$ cat src/sv/loglog_register_store_max_update_assert.svh
// Assertion macros for the register store, with an empty fallback when assertions are off.
`ifndef LOGLOG_REGISTER_STORE_MAX_UPDATE_ASSERT_SVH
`define LOGLOG_REGISTER_STORE_MAX_UPDATE_ASSERT_SVH

`ifndef NO_ASSERTIONS

// Check prop at every clock edge outside reset.
`define LLS_ASSERT(lbl, prop, msg) \
  lbl: assert property (@(posedge clk) disable iff (rst) (prop)) else $error(msg);

// Check that post holds in the cycle after pre.
`define LLS_ASSERT_NEXT(lbl, pre, post, msg) \
  lbl: assert property (@(posedge clk) disable iff (rst) (pre) |=> (post)) else $error(msg);

`else

`define LLS_ASSERT(lbl, prop, msg)
`define LLS_ASSERT_NEXT(lbl, pre, post, msg)

`endif

`endif

$ cat src/sv/lls_pkg.sv
// Shared types and constants of the register store.
package lls_pkg;

  localparam int IN_INDEX_W  = 14;
  localparam int IN_RANK_W   = 6;
  localparam int OUT_VALUE_W = 6;
  localparam int STATUS_W    = 2;
  localparam int S_TDATA_W   = 24;
  localparam int M_TDATA_W   = 8;

  localparam logic ACT_READ = 1'b1;

  typedef enum logic [STATUS_W-1:0] {
    STS_OK     = 2'd0,
    STS_ABSENT = 2'd1,
    STS_FULL   = 2'd2
  } status_t;

  typedef struct packed {
    logic clear;      // zero one dense word, advance sweep
    logic accept;     // latch request, start memory reads
    logic dense_upd;  // dense read-modify-write and result
    logic scan;       // examine one sparse entry
    logic flush;      // move held result to output register
  } cmd_t;

  typedef struct packed {
    logic list_sel;
    logic clear_last;
    logic scan_done;
    logic out_free;
  } sts_t;

endpackage

$ cat src/sv/lls_ctrl.sv
// Controller state machine of the register store.
module lls_ctrl (
  input  logic          clk,
  input  logic          rst,
  input  logic          in_valid,
  output logic          in_ready,
  input  lls_pkg::sts_t sts,
  output lls_pkg::cmd_t cmd
);
  import lls_pkg::*;

  typedef enum logic [4:0] {
    S_CLEAR = 5'b00001,
    S_IDLE  = 5'b00010,
    S_DENSE = 5'b00100,
    S_SCAN  = 5'b01000,
    S_RESP  = 5'b10000
  } state_t;

  state_t state, state_next;

  always_ff @(posedge clk) begin
    if (rst) begin
      state <= S_CLEAR;
    end else begin
      state <= state_next;
    end
  end

  always_comb begin
    state_next = state;
    cmd        = '0;
    in_ready   = 1'b0;
    case (state)
      S_CLEAR: begin
        cmd.clear = 1'b1;
        if (sts.clear_last) state_next = S_IDLE;
      end
      S_IDLE: begin
        in_ready = 1'b1;
        if (in_valid) begin
          cmd.accept = 1'b1;
          state_next = sts.list_sel ? S_SCAN : S_DENSE;
        end
      end
      S_DENSE: begin
        cmd.dense_upd = 1'b1;
        state_next    = sts.out_free ? S_IDLE : S_RESP;
      end
      S_SCAN: begin
        cmd.scan = 1'b1;
        if (sts.scan_done) state_next = sts.out_free ? S_IDLE : S_RESP;
      end
      S_RESP: begin
        cmd.flush = 1'b1;
        if (sts.out_free) state_next = S_IDLE;
      end
      default: begin
        state_next = S_CLEAR;
      end
    endcase
  end

endmodule

$ cat config.mk
export PLATFORM = sky130hd
export DESIGN_NAME = lls_ctrl
export DESIGN_NICKNAME = d
export VERILOG_FILES = /design/src/sv/loglog_register_store_max_update_assert.svh /design/src/sv/lls_pkg.sv /design/src/sv/lls_ctrl.sv
export SDC_FILE = /design/constraint.sdc
export NUM_CORES = 1
export LEC_CHECK = 0
export ABC_AREA = 1
export BUFFER_PORTS_ARGS = -buffer_cell sky130_fd_sc_hd__buf_4
export CAP_MARGIN = 20
export CORE_AREA = 5 5 42 44
export DETAILED_ROUTE_END_ITERATION = 8
export DIE_AREA = 0 0 47 49
export MAX_ROUTING_LAYER = met4
export PLACE_DENSITY = 0.57
export SLEW_MARGIN = 20
export SYNTH_ARGS = -nofsm -noshare
export SYNTH_HDL_FRONTEND = slang
export SYNTH_SLANG_ARGS = --single-unit
export TNS_END_PERCENT = 5
$ cat constraint.sdc
create_clock -name clk -period 2.87 [get_ports clk]
set_input_delay 0.1435 -clock clk [delete_from_list [all_inputs] [get_ports clk]]
set_output_delay 0.1435 -clock clk [all_outputs]
set_load 0.1 [all_outputs]
Word-level counts from Yosys, hierarchy flattened --
Cells that the tools add are included.
Storage, ports and cells: register bits 5, output and inout port bits 6, word-level logic and storage cells 25
Operators by class: equal/unequal tests 9, multiplexer cells 14, reductions and logical operators 1
Operator list (number):
- 2-to-1 mux 5 bit | 5
- one-hot mux 5 bit (5 select lines) | 1
- inequality test 2 bit (second input constant) | 4
- 2-to-1 mux 1 bit | 7
- equality test 5 x 1 -> 1 bit (second input constant) | 1
- equality test 5 x 2 -> 1 bit (second input constant) | 1
- equality test 5 x 3 -> 1 bit (second input constant) | 1
- equality test 5 x 4 -> 1 bit (second input constant) | 1
- equality test 5 bit (second input constant) | 1
- 2-to-1 mux 4 bit | 1
- AND reduction 4 bit | 1

Depth between registers and ports, before layout --
Gate-level depths: netlist (run 1).
depth in word-level cells 3, mapped depth 8, depth with buffers taken out 8

Worst setup path before layout (run 1) --
Ideal clock, no wire load.
kind register -> output, start reg state[2], end out cmd[3] (netlist name), arrival time 2.798 ns, required time 2.727 ns, slack -0.072 ns, stages on the path, launching flop included 6, path through dfxtp_1 nor2_4 nand2_1 nor2_2 inv_2 nor2_1
RTL lines:
- start: declaration | line lls_ctrl.sv:20 | state_t state, state_next;
- start signal: assignment | line lls_ctrl.sv:26 | state <= state_next;
- end: declaration | line lls_ctrl.sv:8 | output lls_pkg::cmd_t cmd

==> results of run 1 <==
-- layout by cell type (no fill, tap or decap), types with 3 or more instances in the layout --
cell type   n
nand2_1    14
clkbuf_4    3
nand3_1     5
nand4_1     3
nor2_1      8
buf_4      12
nor2_2      8
dfxtp_1     5
inv_1      13
-- area by class of cell --
| cell class | instances | area (sq um) |
|---|---|---|
| repair buffers | 12 | 90.1 |
| well taps | 16 | 20.0 |
| clock buffers | 4 | 26.3 |
| fillers | 161 | 886 |
| inverters | 15 | 56.3 |
| flip-flops and latches | 5 | 100 |
| multi-input cells | 43 | 223 |
-- where the power goes --
part	internal, mW	total [mW]	switching, mW
Clock	0.0524	0.0791	0.0267
Sequential	0.0915	0.119	0.0273
Combinational	0.0911	0.348	0.257
-- per-stage QoR --
stage	setup slack, ns	area (sq um)	util	hold slack, ns
after floorplan	0.378	379	-	0.210
after global placement	1.57	489	0.349	0.312
after detailed placement	1.55	489	0.349	0.313
after CTS	1.28	515	0.368	0.0543
after global routing	1.19	515	0.368	0.0517
final	1.31	515	0.368	0.0655
-- critical path, stage by stage, from the launching register on --
cell and delay, ns:
dfxtp_1 0.34, nor2_4 0.18, nand2_1 0.08, nor2_2 0.14, inv_2 0.07, nor2_2 0.08
buf_4 0.29
-- metal layers --
layer  part of all wire  wire length [um]  up-vias
met5                  0                 0        -
met3              0.054                43        2
met4             0.0076                 6        0
met1               0.48               376      156
li1                   -                 -      224
met2               0.46               362       11
-- cell families after synthesis --
group / share of synthesized area
AND/OR/NAND/NOR: 0.571
buffers and inverters: 0.150
flip-flops: 0.266
AO/OA/AOI/OAI: 0.0133
-- how the worst max path moves through the flow --
| stage | slack (ns) | cells past startpoint | from | to |
|---|---|---|---|---|
| detailed placement | 1.55 | 6 | state[2] | cmd[3] |
| global placement | 1.57 | 6 | state[2] | cmd[3] |
| CTS | 1.28 | 6 | state[2] | cmd[3] |
| global route | 1.19 | 7 | state[1] | cmd[3] |
| floorplan | 0.38 | 5 | state[2] | cmd[3] |
| finish | 1.31 | 6 | state[2] | cmd[3] |
==> qor.txt, run 1 <==
Status: finished, final reports clean
Worst setup SP type: flop
Root Driver: clkbuf_4
Crit-path max FO: 6
Reg clk slew, reported paths: 0.04 ns
Initial core utilization: 0.269
Pwr dens: 1060 nW/um^2
Row cnt: 14
Top Registers: state (5)
Crit path kind: reg -> out
Post-synthesis cell area: 377 sq um
Register area share after synthesis: 0.266
Vias in the first global route: 370
Via count: 393
ANT cells: 0
Clk_lat worst skew: 0.24 ns
Crit. End Element: primary output
Final Cycle Share: 0.543
Cells after DPL: 91
Worst R2R Start: state[4]
Post-route ant nets: 0
Finished Layout Cells: 95
DRC violations left: 0
Die area: 2300 sq um
Top-count cell post-synth: nand2_1
Worst Hold Class: in -> reg
Hold Fails Final Rpt: 0
Worst hold start: rst
Yosys Warn Count: 0
GRT Util Overall: 0.0897
Number of flops mapped to enable cells by yosys: 0
Post-CTS Setup Bufs: 0
H-Tree Level Count: 1
Routability Congestion: 0.811
CTS tree: yes
Die height: 49 um
Skew final: 0.00218 ns
Hold Buf Count CTS: 0
Mean Syn Cell Area: 5.98 sq um
Antenna violations before repair: 0
DP HPWL: 692 um
Reg-to-reg endpoint: state[1]
Pins over their slew limit: 0
Max FFs per register: 5
Gr ovfl total: 0
Routed WL: 790 um
Reg2reg path depth: 7
Post-synthesis cell type count: 12
Syn Inst Count: 63
CTS max path bufs: 2
Max Cap Viol: 0
Port bufs: 12
Layout net count: 87
First-pass GRT wire length: 1480 um
I/O pins: 13
Area Overhead vs Synth: 36.9%
WHS Endpoint: state[2]
Critical Path RT: 2.73 ns
Post-synth top cells: nand2_1 (14), inv_1 (13), nor2_1 (9), nor2_2 (7)
WL per Instance: 8.32 um
Fmax: 642 MHz
Leakage power: 0.304 nW
Yosys top cell by area: dfxtp_1
Largest Register: state
Global Route met3 Usage: 0.0258
Via/cell ratio: 4.14
Number of synthesized register bits: 5
Synth area leaders: dfxtp_1 (27%), nand2_1 (14%), inv_1 (13%)
Slew of the pin with the lowest slew margin: 0.279 ns
Largest net degree at the start of global routing: 8
Ys async rst share: 0
Die Wd: 47 um
Busiest grt layer: met1
First-pass detailed-route iteration total: 4
R2r setup slk: 1.68 ns
WHS Path Cells: 2
Met1 Usage GRT: 0.121
Setup violations, final: 0
Share of cells above drive strength 1: 0.367
Setup TNS: 0 ns
Resized Gates After CTS: 0
TritonCTS buffer count: 3
Met2 Use GR: 0.113
First DRT Iteration DRCs: 5
Peak supply drop: 0.510 mV
Arrival time worst endpoint: 1.41 ns
Placeable Area: 1400 sq um
Post-synthesis net count: 70
Clock sinks: 5
Post-synth top flop: dfxtp_1
Total Power: 0.546 mW
Post-synth top area share: 0.266
RSZ-0062 raised after global routing: no
Slew HR: 0.815
Time the worst path needs with I/O delays and setup: 1.56 ns
Note: power is estimated with default switching activity, not from simulation.
==> run 2: changes to the inputs <==
--- a/config.mk
+++ b/config.mk
@@ -5,7 +5,7 @@
 export SDC_FILE = /design/constraint.sdc
 export NUM_CORES = 1
 export LEC_CHECK = 0
-export ABC_AREA = 1
+export ABC_AREA = 0
 export BUFFER_PORTS_ARGS = -buffer_cell sky130_fd_sc_hd__buf_4
 export CAP_MARGIN = 20
 export CORE_AREA = 5 5 42 44
==> constraint.sdc (replaced) <==
create_clock -name clk -period 1.46 [get_ports clk]
set_input_delay 0.073 -clock clk [delete_from_list [all_inputs] [get_ports clk]]
set_output_delay 0.073 -clock clk [all_outputs]
set_load 0.1 [all_outputs]
==> run 2 against run 1 <==
  * The run now ends with negative setup slack left
  * Hold slack lost 0.013 ns
  * Final area increased by 41%
  * Synthesized area is 0.33% higher
  * Critical endpoint is now cmd[4]
  * Power is 3.5% higher
  * Worst setup slack got worse by 1.4 ns
  * Global-route usage rose by 2.8 points
  * Largest cell class unchanged
==> qor.txt, run 2 <==
Arrival time worst endpoint: 1.52 ns
Pins over their slew limit: 0
Port bufs: 12
I/O pins: 13
H-Tree Level Count: 1
Skew final: 0.00354 ns
First-pass GRT wire length: 1830 um
Vias in the first global route: 408
Pre-CTS setup slack: -0.128 ns
Mean Syn Cell Area: 9.45 sq um
Leakage power: 0.269 nW
Clock sinks: 5
Slew of the pin with the lowest slew margin: 0.325 ns
Antenna violations before repair: 0
CTS max path bufs: 2
Area Overhead vs Synth: 92.7%
WL per Instance: 14.1 um
Die area: 2300 sq um
Via count: 410
Post-synth top cells: dfxtp_1 (5), nor2_1 (3)
Crit-path max FO: 7
R2r setup slk: -0.11 ns
Initial core utilization: 0.270
Row cnt: 14
Post-synth top area share: 0.265
Commonest non-fill, non-tap cells in the layout: buf_4 (16), buf_12 (5), clkbuf_4 (3), dfxtp_2 (3)
Max Cap Viol: 0
Die Wd: 47 um
Setup violations, final: 7
Routed WL: 1150 um
Top-count cell post-synth: dfxtp_1
Yosys top cell by area: dfxtp_1
Top Registers: state (5)
Share of cells above drive strength 1: 0.697
Crit. End Element: primary output
Status: complete, but fails checks
Final Cycle Share: 1.09
Ys async rst share: 0
Critical Path RT: 1.39 ns
DRC violations left: 0
Die height: 49 um
PnR worst setup slack: -0.137 ns
First-pass detailed-route iteration total: 2
Placed standard-cell area: 576 sq um
Peak supply drop: 0.456 mV
Worst Hold Class: in -> reg
Post-synthesis net count: 47
Commonest non-fill, non-tap cell in the layout: buf_4
Slew HR: 0.783
CTS tree: yes
Register area share after synthesis: 0.265
Post-route ant nets: 0
Layout net count: 74
Fmax: 626 MHz
Number of flops mapped to enable cells by yosys: 0
Routability Congestion: 0.739
Synth area leaders: dfxtp_1 (26%), o311ai_4 (7.0%), xnor2_1 (4.6%)
ANT cells: 0
Via/cell ratio: 5.00
Design Area, Final: 728 sq um
Largest Register: state
Time the worst path needs with I/O delays and setup: 1.60 ns
TritonCTS buffer count: 3
Reg clk slew, reported paths: 0.04 ns
Hold Fails Final Rpt: 0
Clk_lat worst skew: 0.24 ns
Root Driver: clkbuf_4
Gr ovfl total: 0
Max FFs per register: 5
Fillers: 137
Post-synthesis cell type count: 30
Setup TNS: -0.636 ns
Syn Inst Count: 40
Failing checks: negative setup slack
First DRT Iteration DRCs: 4
Placeable Area: 1400 sq um
Post-synth top flop: dfxtp_1
Number of synthesized register bits: 5
Worst setup SP type: flop
Pwr dens: 776 nW/um^2
RSZ-0062 raised after global routing: yes
Crit path kind: reg -> out
Largest net degree at the start of global routing: 10
Post-synthesis cell area: 378 sq um
DP HPWL: 814 um
Yosys Warn Count: 0
GRT Util Overall: 0.118
## run 2: cell types whose count changed after synthesis, sizes merged, moves of 2 or more
| cell | delta |
|---|---|
| or4b | +3 |
| nor3 | +2 |
| nand4 | -4 |
| inv | -14 |
| nand3 | -4 |
| or3 | +2 |
| nor2 | -15 |
| nor3b | +2 |
| nand2 | -15 |
| buf | +2 |
| o21ai | +2 |
| xnor2 | +2 |
## run 2: per-stage QoR
stage	instances	power, mW	utilization	hold slack [ns]
2_1_floorplan	40	0.301	-	0.142
3_3_place_gp	75	0.368	0.411	0.258
3_5_place_dp	75	0.367	0.411	0.262
4_1_cts	82	0.575	0.511	0.0335
5_1_grt	82	0.595	0.520	0.0557
6_report	82	0.565	0.520	0.0527
## run 2: routing by layer
layer	wire (um)	vias up	track usage	part of all wire
met5	0	-	-	0
met4	40	0	0.0968	0.035
met3	23	4	0.0111	0.020
met2	614	6	0.174	0.53
met1	475	196	0.137	0.41
li1	-	204	-	-
## run 2: worst paths after layout
check	from	endpoint	cells after the start
worst max-delay path	state[2]	cmd[4]	3
worst max register to register	state[2]	state[0]	4
worst min register to register	state[4]	state[4]	3
worst min-delay path	rst	state[3]	2
## run 2: cell type report
type                            count  area, sq um  area share
Clock buffer                        4         26.3      0.0361
Inverter                            1         7.51      0.0103
Multi-Input combinational cell     32          314       0.431
Sequential cell                     5          108       0.148
Tap cell                           16         20.0      0.0275
Timing Repair Buffer               24          253       0.347
## run 2: cell families (layout without fill, tap and decap cells)
| group | after synthesis | after routing | synth area share |
|---|---|---|---|
| DFF | 5 | 5 | 0.265 |
| and+or+nand+nor | 22 | 22 | 0.417 |
| buffers and inverters | 3 | 29 | 0.0430 |
| xor gates and xnor gates | 2 | 2 | 0.0464 |
| AOI/OAI and AO/OA | 7 | 7 | 0.202 |
| muxes | 1 | 1 | 0.0265 |
## run 2: worst max-delay path, cell delays in order (launching register included)
cell	delay (ns)
dfxtp_4	0.37
or4b_4	0.58
nor2_4	0.14
buf_12	0.18
## run 2: where the power goes
part / total (mW) / switching, mW / leakage, nW / internal, mW
Clock: 0.161 / 0.0572 / 0.0150 / 0.103
Sequential: 0.153 / 0.00857 / 0.0423 / 0.144
Combinational: 0.251 / 0.137 / 0.211 / 0.114
## run 2: timing repair
action                     in CTS  in global routing
hold endpoints to repair        1                  0
setup endpoints to repair      10                 10
resized for setup              24                  5
cloned                          0                  0
hold buffers                    1                  0
buffers inserted                2                  0
pin swaps                       8                  0
